## config.mk

```make
export PLATFORM = sky130hd
export DESIGN_NAME = iqcof_correct
export DESIGN_NICKNAME = d
export VERILOG_FILES = /design/src/rtl/core/iqcof_pkg.sv /design/src/rtl/core/iqcof_correct.sv
export SDC_FILE = /design/constraint.sdc
export NUM_CORES = 2
export LEC_CHECK = 0
export BUFFER_PORTS_ARGS = -buffer_cell sky130_fd_sc_hd__buf_2
export CAP_MARGIN = 20
export CORE_UTILIZATION = 25
export CTS_BUF_LIST = sky130_fd_sc_hd__clkbuf_4 sky130_fd_sc_hd__clkbuf_8 sky130_fd_sc_hd__clkbuf_16
export DETAILED_ROUTE_END_ITERATION = 16
export PLACE_DENSITY_LB_ADDON = 0.05
export SLEW_MARGIN = 5
export SYNTH_ARGS = -nofsm -noshare
export SYNTH_HDL_FRONTEND = slang
export SYNTH_SLANG_ARGS = --single-unit
```

## constraint.sdc

```tcl
create_clock -name clk -period 8.6 [get_ports clk]
set_input_delay 0.86 -clock clk [delete_from_list [all_inputs] [get_ports clk]]
set_output_delay 0.86 -clock clk [all_outputs]
set_load 0.01 [all_outputs]
```

## src/rtl/core/iqcof_pkg.sv

```systemverilog
// Shared constants, types and register codes for the I/Q correction framer.
// No dependencies.
package iqcof_pkg;

    localparam int HALF_DEPTH   = 1024;
    localparam int SLOT_W       = $clog2(HALF_DEPTH);
    localparam int DEPTH_W      = $clog2(HALF_DEPTH + 1);
    localparam int SAMPLE_W     = 32;
    localparam int COEF_W       = 16;
    localparam int FRAC_W       = 14;
    localparam int HALF_SIZE_W  = 11;
    localparam int SLOT_FIELD_W = 10;
    localparam int CFG_IDX_W    = 3;
    localparam int CFG_DATA_W   = 16;
    localparam int PROD_W       = SAMPLE_W + COEF_W;
    localparam int ACC_W        = PROD_W + 1;
    localparam int PAIR_W       = 2 * SAMPLE_W;

    localparam logic signed [COEF_W-1:0] UNITY_GAIN = COEF_W'(1 << FRAC_W);
    localparam logic signed [SAMPLE_W-1:0] SAMPLE_MAX = {1'b0, {(SAMPLE_W-1){1'b1}}};
    localparam logic signed [SAMPLE_W-1:0] SAMPLE_MIN = {1'b1, {(SAMPLE_W-1){1'b0}}};

    // register indexes
    localparam logic [CFG_IDX_W-1:0] REG_FORMAT_24BIT   = 3'd0;
    localparam logic [CFG_IDX_W-1:0] REG_GAIN           = 3'd1;
    localparam logic [CFG_IDX_W-1:0] REG_PHASE          = 3'd2;
    localparam logic [CFG_IDX_W-1:0] REG_UPPER_SIDEBAND = 3'd3;
    localparam logic [CFG_IDX_W-1:0] REG_TRANSMIT_MODE  = 3'd4;
    localparam logic [CFG_IDX_W-1:0] REG_HALF_SIZE      = 3'd5;

    typedef struct packed {
        logic                     format_24bit;
        logic signed [COEF_W-1:0] gain;
        logic signed [COEF_W-1:0] phase;
        logic                     upper_sideband;
        logic                     transmit_mode;
    } corr_cfg_t;

    // codec word to signed sample
    function automatic logic signed [SAMPLE_W-1:0] unpack_word(
        input logic [SAMPLE_W-1:0] w,
        input logic                fmt24
    );
        if (fmt24)
        begin
            unpack_word = {{8{w[15]}}, w[15:0], w[31:24]};
        end
        else
        begin
            unpack_word = {w[15:0], w[31:16]};
        end
    endfunction

endpackage

```

## src/rtl/core/iqcof_correct.sv

```systemverilog
// Unpack and gain/phase correction datapath, two register stages plus output logic.
// Depends on iqcof_pkg.
module iqcof_correct (
    input  logic                                  clk,
    input  logic                                  adv,
    input  iqcof_pkg::corr_cfg_t                  cfg,
    input  logic [iqcof_pkg::SAMPLE_W-1:0]        raw_i,
    input  logic [iqcof_pkg::SAMPLE_W-1:0]        raw_q,
    output logic signed [iqcof_pkg::SAMPLE_W-1:0] new_i,
    output logic signed [iqcof_pkg::SAMPLE_W-1:0] new_q
);
    import iqcof_pkg::*;

    logic signed [SAMPLE_W-1:0] si_reg, sq_reg;
    logic signed [COEF_W-1:0]   g_reg, p_reg;
    logic signed [PROD_W-1:0]   pi_reg, pq_reg;
    logic signed [SAMPLE_W-1:0] nq_reg;
    logic signed [PROD_W-1:0]   pi_next, pq_next;
    logic signed [SAMPLE_W-1:0] nq_next;
    logic signed [ACC_W-1:0]    acc;
    logic [ACC_W-FRAC_W-SAMPLE_W:0] top_bits;

    // stage 1: unpack, pick coefficients
    always_ff @(posedge clk)
    begin
        if (adv)
        begin
            si_reg <= unpack_word(raw_i, cfg.format_24bit);
            sq_reg <= unpack_word(raw_q, cfg.format_24bit);
            g_reg  <= cfg.transmit_mode ? UNITY_GAIN : cfg.gain;
            p_reg  <= cfg.transmit_mode ? '0 : cfg.phase;
        end
    end

    // stage 2: products and sideband negate
    always_comb
    begin
        pi_next = si_reg * g_reg;
        pq_next = sq_reg * p_reg;
        if (!cfg.upper_sideband)
        begin
            nq_next = sq_reg;
        end
        else if (sq_reg == SAMPLE_MIN)
        begin
            nq_next = SAMPLE_MAX;
        end
        else
        begin
            nq_next = -sq_reg;
        end
    end

    always_ff @(posedge clk)
    begin
        if (adv)
        begin
            pi_reg <= pi_next;
            pq_reg <= pq_next;
            nq_reg <= nq_next;
        end
    end

    // round half up, floor shift, saturate
    always_comb
    begin
        acc      = {pi_reg[PROD_W-1], pi_reg} + {pq_reg[PROD_W-1], pq_reg}
                 + ACC_W'(1 << (FRAC_W - 1));
        top_bits = acc[ACC_W-1:FRAC_W+SAMPLE_W-1];
        if ((top_bits == '0) || (top_bits == '1))
        begin
            new_i = acc[FRAC_W+SAMPLE_W-1:FRAC_W];
        end
        else if (acc[ACC_W-1])
        begin
            new_i = SAMPLE_MIN;
        end
        else
        begin
            new_i = SAMPLE_MAX;
        end
        new_q = nq_reg;
    end
endmodule

```

Word level (Yosys, flattened, before mapping)
Cells that the tools add are included.
- $add $sub $neg: 3
- mux-type cells: 6
- equal/unequal tests: 2
- $mul: 2
- reductions and logical operators: 2
- operators by type and width (cell ; count):
    $mux W32 ; 4
    $mul A32 B16 Y48 ; 2
    $mux W31 ; 2
    $add A48 B48 Y49 ; 1
    $add A49 B14 Y49 const B ; 1
    $eq A32 B32 Y1 const B ; 1
    $neg A32 Y32 ; 1
    $eq A4 B4 Y1 const B ; 1
    $logic_not A4 Y1 ; 1
    $logic_or A1 B1 Y1 ; 1
- output and inout bits: 64
- bits in registers: 224
- bits of input ports: 101
- word-level logic and storage cells: 22

Logic depth before layout (Yosys ltp)
- depth after elaboration: 5
- mapped depth: 26
- depth with buffers taken out: 25

Least setup slack after synthesis
Ideal clock, no wire load.
- path kind: register -> register
- start point: reg si_reg[21]
- end point: reg pi_reg[43] (data pin)
- setup time: 0.261 ns
- required time: 8.339 ns
- period minus slack after synthesis: 6.645 ns
- buffers on the path: 1
- arrival time: 6.384 ns
- path slack: 1.955 ns
- stages on the path, launching flop included: 23
- cell sequence: edfxtp_1 > clkbuf_1 > and2_1 > fa_1 > inv_1 > fa_1 > fa_1 > inv_1 > fa_1 > fa_1 > inv_1 > fa_1 > inv_1 > ha_1 > a21o_1 > a21o_1 > a21o_1 > a221o_1 > a221o_1 > o21bai_1 > a21oi_1 > o41a_1 > a311o_1
- word-level cells in the longest chain between the ends: 1
- ends and longest elaborated chain (element ; line ; source):
    start, declared ; iqcof_correct.sv:14 ; logic signed [SAMPLE_W-1:0] si_reg, sq_reg;
    start signal, assigned ; iqcof_correct.sv:28 ; si_reg <= unpack_word(raw_i, cfg.format_24bit);
    $mul A32 B16 Y48 ; iqcof_correct.sv:38 ; pi_next = si_reg * g_reg;
    via pi_next[43] ; iqcof_correct.sv:18 ; logic signed [PROD_W-1:0] pi_next, pq_next;
    end signal, assigned ; iqcof_correct.sv:58 ; pi_reg <= pi_next;
    end, declared ; iqcof_correct.sv:16 ; logic signed [PROD_W-1:0] pi_reg, pq_reg;
The timed path passes the listed nets, and every way through them passes these cells.
A chain may end at the register's enable or synchronous reset.

Worst setup path after layout
- start point: reg g_reg[1]
- end point: reg pi_reg[46] (data pin)
- word-level cells in the longest chain between the ends: 1
- ends and longest elaborated chain (element ; line ; source):
    start, declared ; iqcof_correct.sv:15 ; logic signed [COEF_W-1:0] g_reg, p_reg;
    start signal, assigned ; iqcof_correct.sv:30 ; g_reg <= cfg.transmit_mode ? UNITY_GAIN : cfg.gain;
    $mul A32 B16 Y48 ; iqcof_correct.sv:38 ;
    via pi_next[46] ; iqcof_correct.sv:18 ;
The timed path passes the listed nets, and every way through them passes these cells.

==> summary.md <==
| Metric | Value |
|---|---|
| Clk_lat worst skew | `0.64 ns` |
| Level count of the clock H-tree | `2` |
| Post-synthesis instance total | `4974` |
| Fin Setup TNS | `0 ns` |
| Number of buffers added to fix hold violations after cts | `0` |
| Post-synthesis to final-layout area growth | `10.3%` |
| Hold wc startpoint | `raw_i[15]` |
| Cells taking the most area after synthesis | `sky130_fd_sc_hd__fa_1 41%, sky130_fd_sc_hd__edfxtp_1 14%, sky130_fd_sc_hd__inv_1 9.2%` |
| Post-synthesis cell area | `0.0473 sq mm` |
| Buffer levels on the longest clock path | `3` |
| Post-detailed-route count of antenna-violating nets | `0` |
| DRC marker count from the first detailed-route iteration | `1426` |
| Post-detailed-route wirelength per cell | `19.1 um` |
| Run status | `complete, but fails checks` |
| Largest area contributor in the netlist | `sky130_fd_sc_hd__fa_1` |
| Initial core utilization | `25.2%` |
| Maximum fanout along the worst path | `22` |
| Final number of max-transition violations | `0` |
| Overall fraction of global-route tracks in use | `15.6%` |
| Endpoint type of the worst setup path | `register` |
| Synth cell types | `83` |
| Clock transition at the registers of the reported paths | `0.07 ns` |
| HPWL after DPL | `121000 um` |
| First-pass GRT wire length | `227000 um` |
| Proportion of layout cells with a drive suffix above 1 | `7.56%` |
| Sinks on the clock net | `224` |
| Top-area cell type share of the netlist area | `41.2%` |
| Kind of start point of the critical path | `register` |
| Headroom to the max-slew limit | `29.3%` |
| Total wire length | `144000 um` |
| Non-filler cells in the finished layout | `7558` |
| Startpoint of the lowest-slack register-to-register path | `g_reg[1]` |
| Number of flip-flops and latches in the synthesized netlist | `224` |
| Transition time of the tightest slew-check pin | `1.06 ns` |
| Die width | `437 um` |
| Full die area | `0.191 sq mm` |
| Clock buffer count from CTS | `34` |
| Number of top-level pins | `165` |
| Reg-to-reg setup timing slack | `0.84 ns` |
| Remaining DRCs | `11` |
| Period utilisation layout | `90.2%` |
| Gr ovfl total | `0` |
| Setup-failing EPs final | `0` |
| Share of synthesized registers carrying an async set or reset | `0%` |
| Syn avg cell area | `9.50 sq um` |
| Weighted congestion reported at the end of routability-driven placement | `0.773` |
| RSZ-0062 raised after global routing | `false` |
| Initial antenna violation count | `8` |
| Cell depth of the worst hold path | `1` |
| Final antenna diode count | `0` |
| Top-count cell post-synth | `sky130_fd_sc_hd__inv_1` |
| Failing checks | `DRC` |
| Routed vias | `32.8k` |
| Worst reg2reg path depth | `22` |
| Clock Tree Root | `sky130_fd_sc_hd__clkbuf_16` |
| Final count of hold timing violations | `0` |
| Fin nets | `6433` |
| List of most frequent post-synthesis cells | `1154 x sky130_fd_sc_hd__inv_1, 972 x sky130_fd_sc_hd__fa_1, 675 x sky130_fd_sc_hd__nand2_1` |
| Kind of path behind the tightest hold check | `input port to register` |
| Worst-case clock skew | `0.0574 ns` |
| Fill cell instance count of the final layout | `20.3k` |
| Most used DFF post-synth | `sky130_fd_sc_hd__edfxtp_1` |
| Total of cells resized after clock tree synthesis | `0` |
| Synth Net Count | `6369` |
| Beginning of the critical path | `g_reg[1]` |
| DR vias/cell | `4.33` |
| Post-placement cell count | `7497` |
| Warning count from the yosys run | `0` |
| Count of flip-flops with a built-in enable after synthesis | `224` |
| Vert. Die Dim | `437 um` |
| Number of detailed-routing iterations run before antenna repair | `13` |
| Total setup buffers inserted after CTS | `0` |
| Max-cap viol count | `0` |
| Pin count of the biggest net entering global routing | `70` |
| Register area share after synthesis | `14.2%` |
| Time the worst path needs with I/O delays and setup | `7.76 ns` |
| Count of port buffers added during placement | `164` |
| Maximum operating frequency | `129 MHz` |
| Std cell rows | `159` |
| Core box area | `0.188 sq mm` |
| CP required | `8.99 ns` |
| Arrival time worst endpoint | `8.15 ns` |
| CTS tree | `built` |
| Critical Setup Path Class | `register to register` |
| Via count of the first global-routing pass | `37.1k` |
[routing by layer]
metal  wire (um)  vias up  part of all wire (%)  global-route usage [%]
met1       62700    17200                    43                    20.1
li1            -    15100                     -                       -
met2       75800      355                    53                    28.6
met3        3980       65                   2.8                    1.51
met5          16        -                 0.011                       0
met4        1780        2                   1.2                    2.23
[final timing paths]
| path | to |
|---|---|
| hold reg to reg | new_q[0] |
| setup / recovery | pi_reg[46] |
| setup reg to reg | pi_reg[46] |
| hold / removal | si_reg[31] |
[kinds of logic (layout without fill, tap and decap cells)]
kind of cell | count (synthesis) | count (layout) | synth area share, %
simple gates | 1389 | 1389 | 14.3
mux | 46 | 46 | 1.10
compound gates | 476 | 476 | 6.67
xor+xnor | 158 | 158 | 2.93
fa+ha+maj | 1294 | 1294 | 49.7
flops | 224 | 224 | 14.2
buf+inv | 1387 | 1476 | 11.1
[final cells by class]
type | instances | area [sq um] | share of cell area, %
clock buffers | 45 | 951 | 1.82
clock inverters | 16 | 124 | 0.238
inverters | 1156 | 4340 | 8.32
multi-input cells | 3363 | 35300 | 67.8
flip-flops and latches | 224 | 6730 | 12.9
well taps | 2495 | 3120 | 5.99
repair buffers | 259 | 1550 | 2.97
[per-stage QoR]
stage                     hold slack [ns]  worst slack [ns]  area (sq um)  utilization [%]
final                               0.447             0.839         52100             27.8
after global routing                0.402             0.409         52100             27.8
after CTS                           0.378             0.825         52100             27.8
after detailed placement            0.614             0.835         51100             27.2
after global placement              0.615             0.844         51100             27.2
after floorplan                     0.600              1.96         47300                -
[critical path, stage by stage (launching register included)]
cell and delay [ns]:
sky130_fd_sc_hd__edfxtp_1 1.00, sky130_fd_sc_hd__nand2_1 0.19, sky130_fd_sc_hd__fa_1 0.54, sky130_fd_sc_hd__fa_1 0.54, sky130_fd_sc_hd__fa_1 0.51, sky130_fd_sc_hd__inv_1 0.05
sky130_fd_sc_hd__fa_1 0.49, sky130_fd_sc_hd__fa_1 0.56, sky130_fd_sc_hd__inv_1 0.07, sky130_fd_sc_hd__fa_1 0.47, sky130_fd_sc_hd__inv_1 0.04, sky130_fd_sc_hd__ha_1 0.35
sky130_fd_sc_hd__a21o_1 0.18, sky130_fd_sc_hd__a21oi_1 0.15, sky130_fd_sc_hd__nor2b_1 0.09, sky130_fd_sc_hd__o21ai_0 0.39, sky130_fd_sc_hd__o21ai_0 0.21, sky130_fd_sc_hd__a221o_1 0.45
sky130_fd_sc_hd__o311ai_1 0.28, sky130_fd_sc_hd__buf_4 0.18, sky130_fd_sc_hd__o21ai_0 0.23, sky130_fd_sc_hd__a221oi_1 0.40, sky130_fd_sc_hd__xnor2_1 0.10
[layout by cell type, fill, tap and decap left out, types with 5 or more instances in the layout]
cell	synthesis	routed
sky130_fd_sc_hd__or3_1	5	5
sky130_fd_sc_hd__o21a_1	22	22
sky130_fd_sc_hd__nand2_1	675	675
sky130_fd_sc_hd__xor2_1	60	60
sky130_fd_sc_hd__clkbuf_4	0	10
sky130_fd_sc_hd__buf_2	9	162
sky130_fd_sc_hd__ha_1	322	322
sky130_fd_sc_hd__o211ai_1	7	7
sky130_fd_sc_hd__buf_4	0	96
sky130_fd_sc_hd__nand3b_1	6	6
sky130_fd_sc_hd__and2_1	423	423
sky130_fd_sc_hd__clkinv_1	1	8
sky130_fd_sc_hd__nor4_1	6	6
sky130_fd_sc_hd__edfxtp_1	224	224
sky130_fd_sc_hd__a221o_1	8	8
sky130_fd_sc_hd__xnor2_1	98	98
sky130_fd_sc_hd__and4_1	5	5
sky130_fd_sc_hd__mux2_2	46	46
sky130_fd_sc_hd__o21bai_1	14	14
sky130_fd_sc_hd__nor2b_1	51	51
sky130_fd_sc_hd__clkbuf_16	0	35
sky130_fd_sc_hd__inv_1	1154	1154
sky130_fd_sc_hd__a21oi_1	124	124
sky130_fd_sc_hd__nor3_1	19	19
sky130_fd_sc_hd__a31oi_1	17	17
sky130_fd_sc_hd__nor2_1	105	105
sky130_fd_sc_hd__nand4_1	9	9
sky130_fd_sc_hd__fa_1	972	972
sky130_fd_sc_hd__nand2b_1	18	18
sky130_fd_sc_hd__o31ai_1	10	10
sky130_fd_sc_hd__a211oi_1	9	9
sky130_fd_sc_hd__a21o_1	104	104
sky130_fd_sc_hd__nand3_1	24	24
sky130_fd_sc_hd__o21ai_0	96	96
sky130_fd_sc_hd__and3_1	24	24
Power is not shown: default switching activity piles up to over one toggle a cycle in this logic, so the estimate is an artifact.
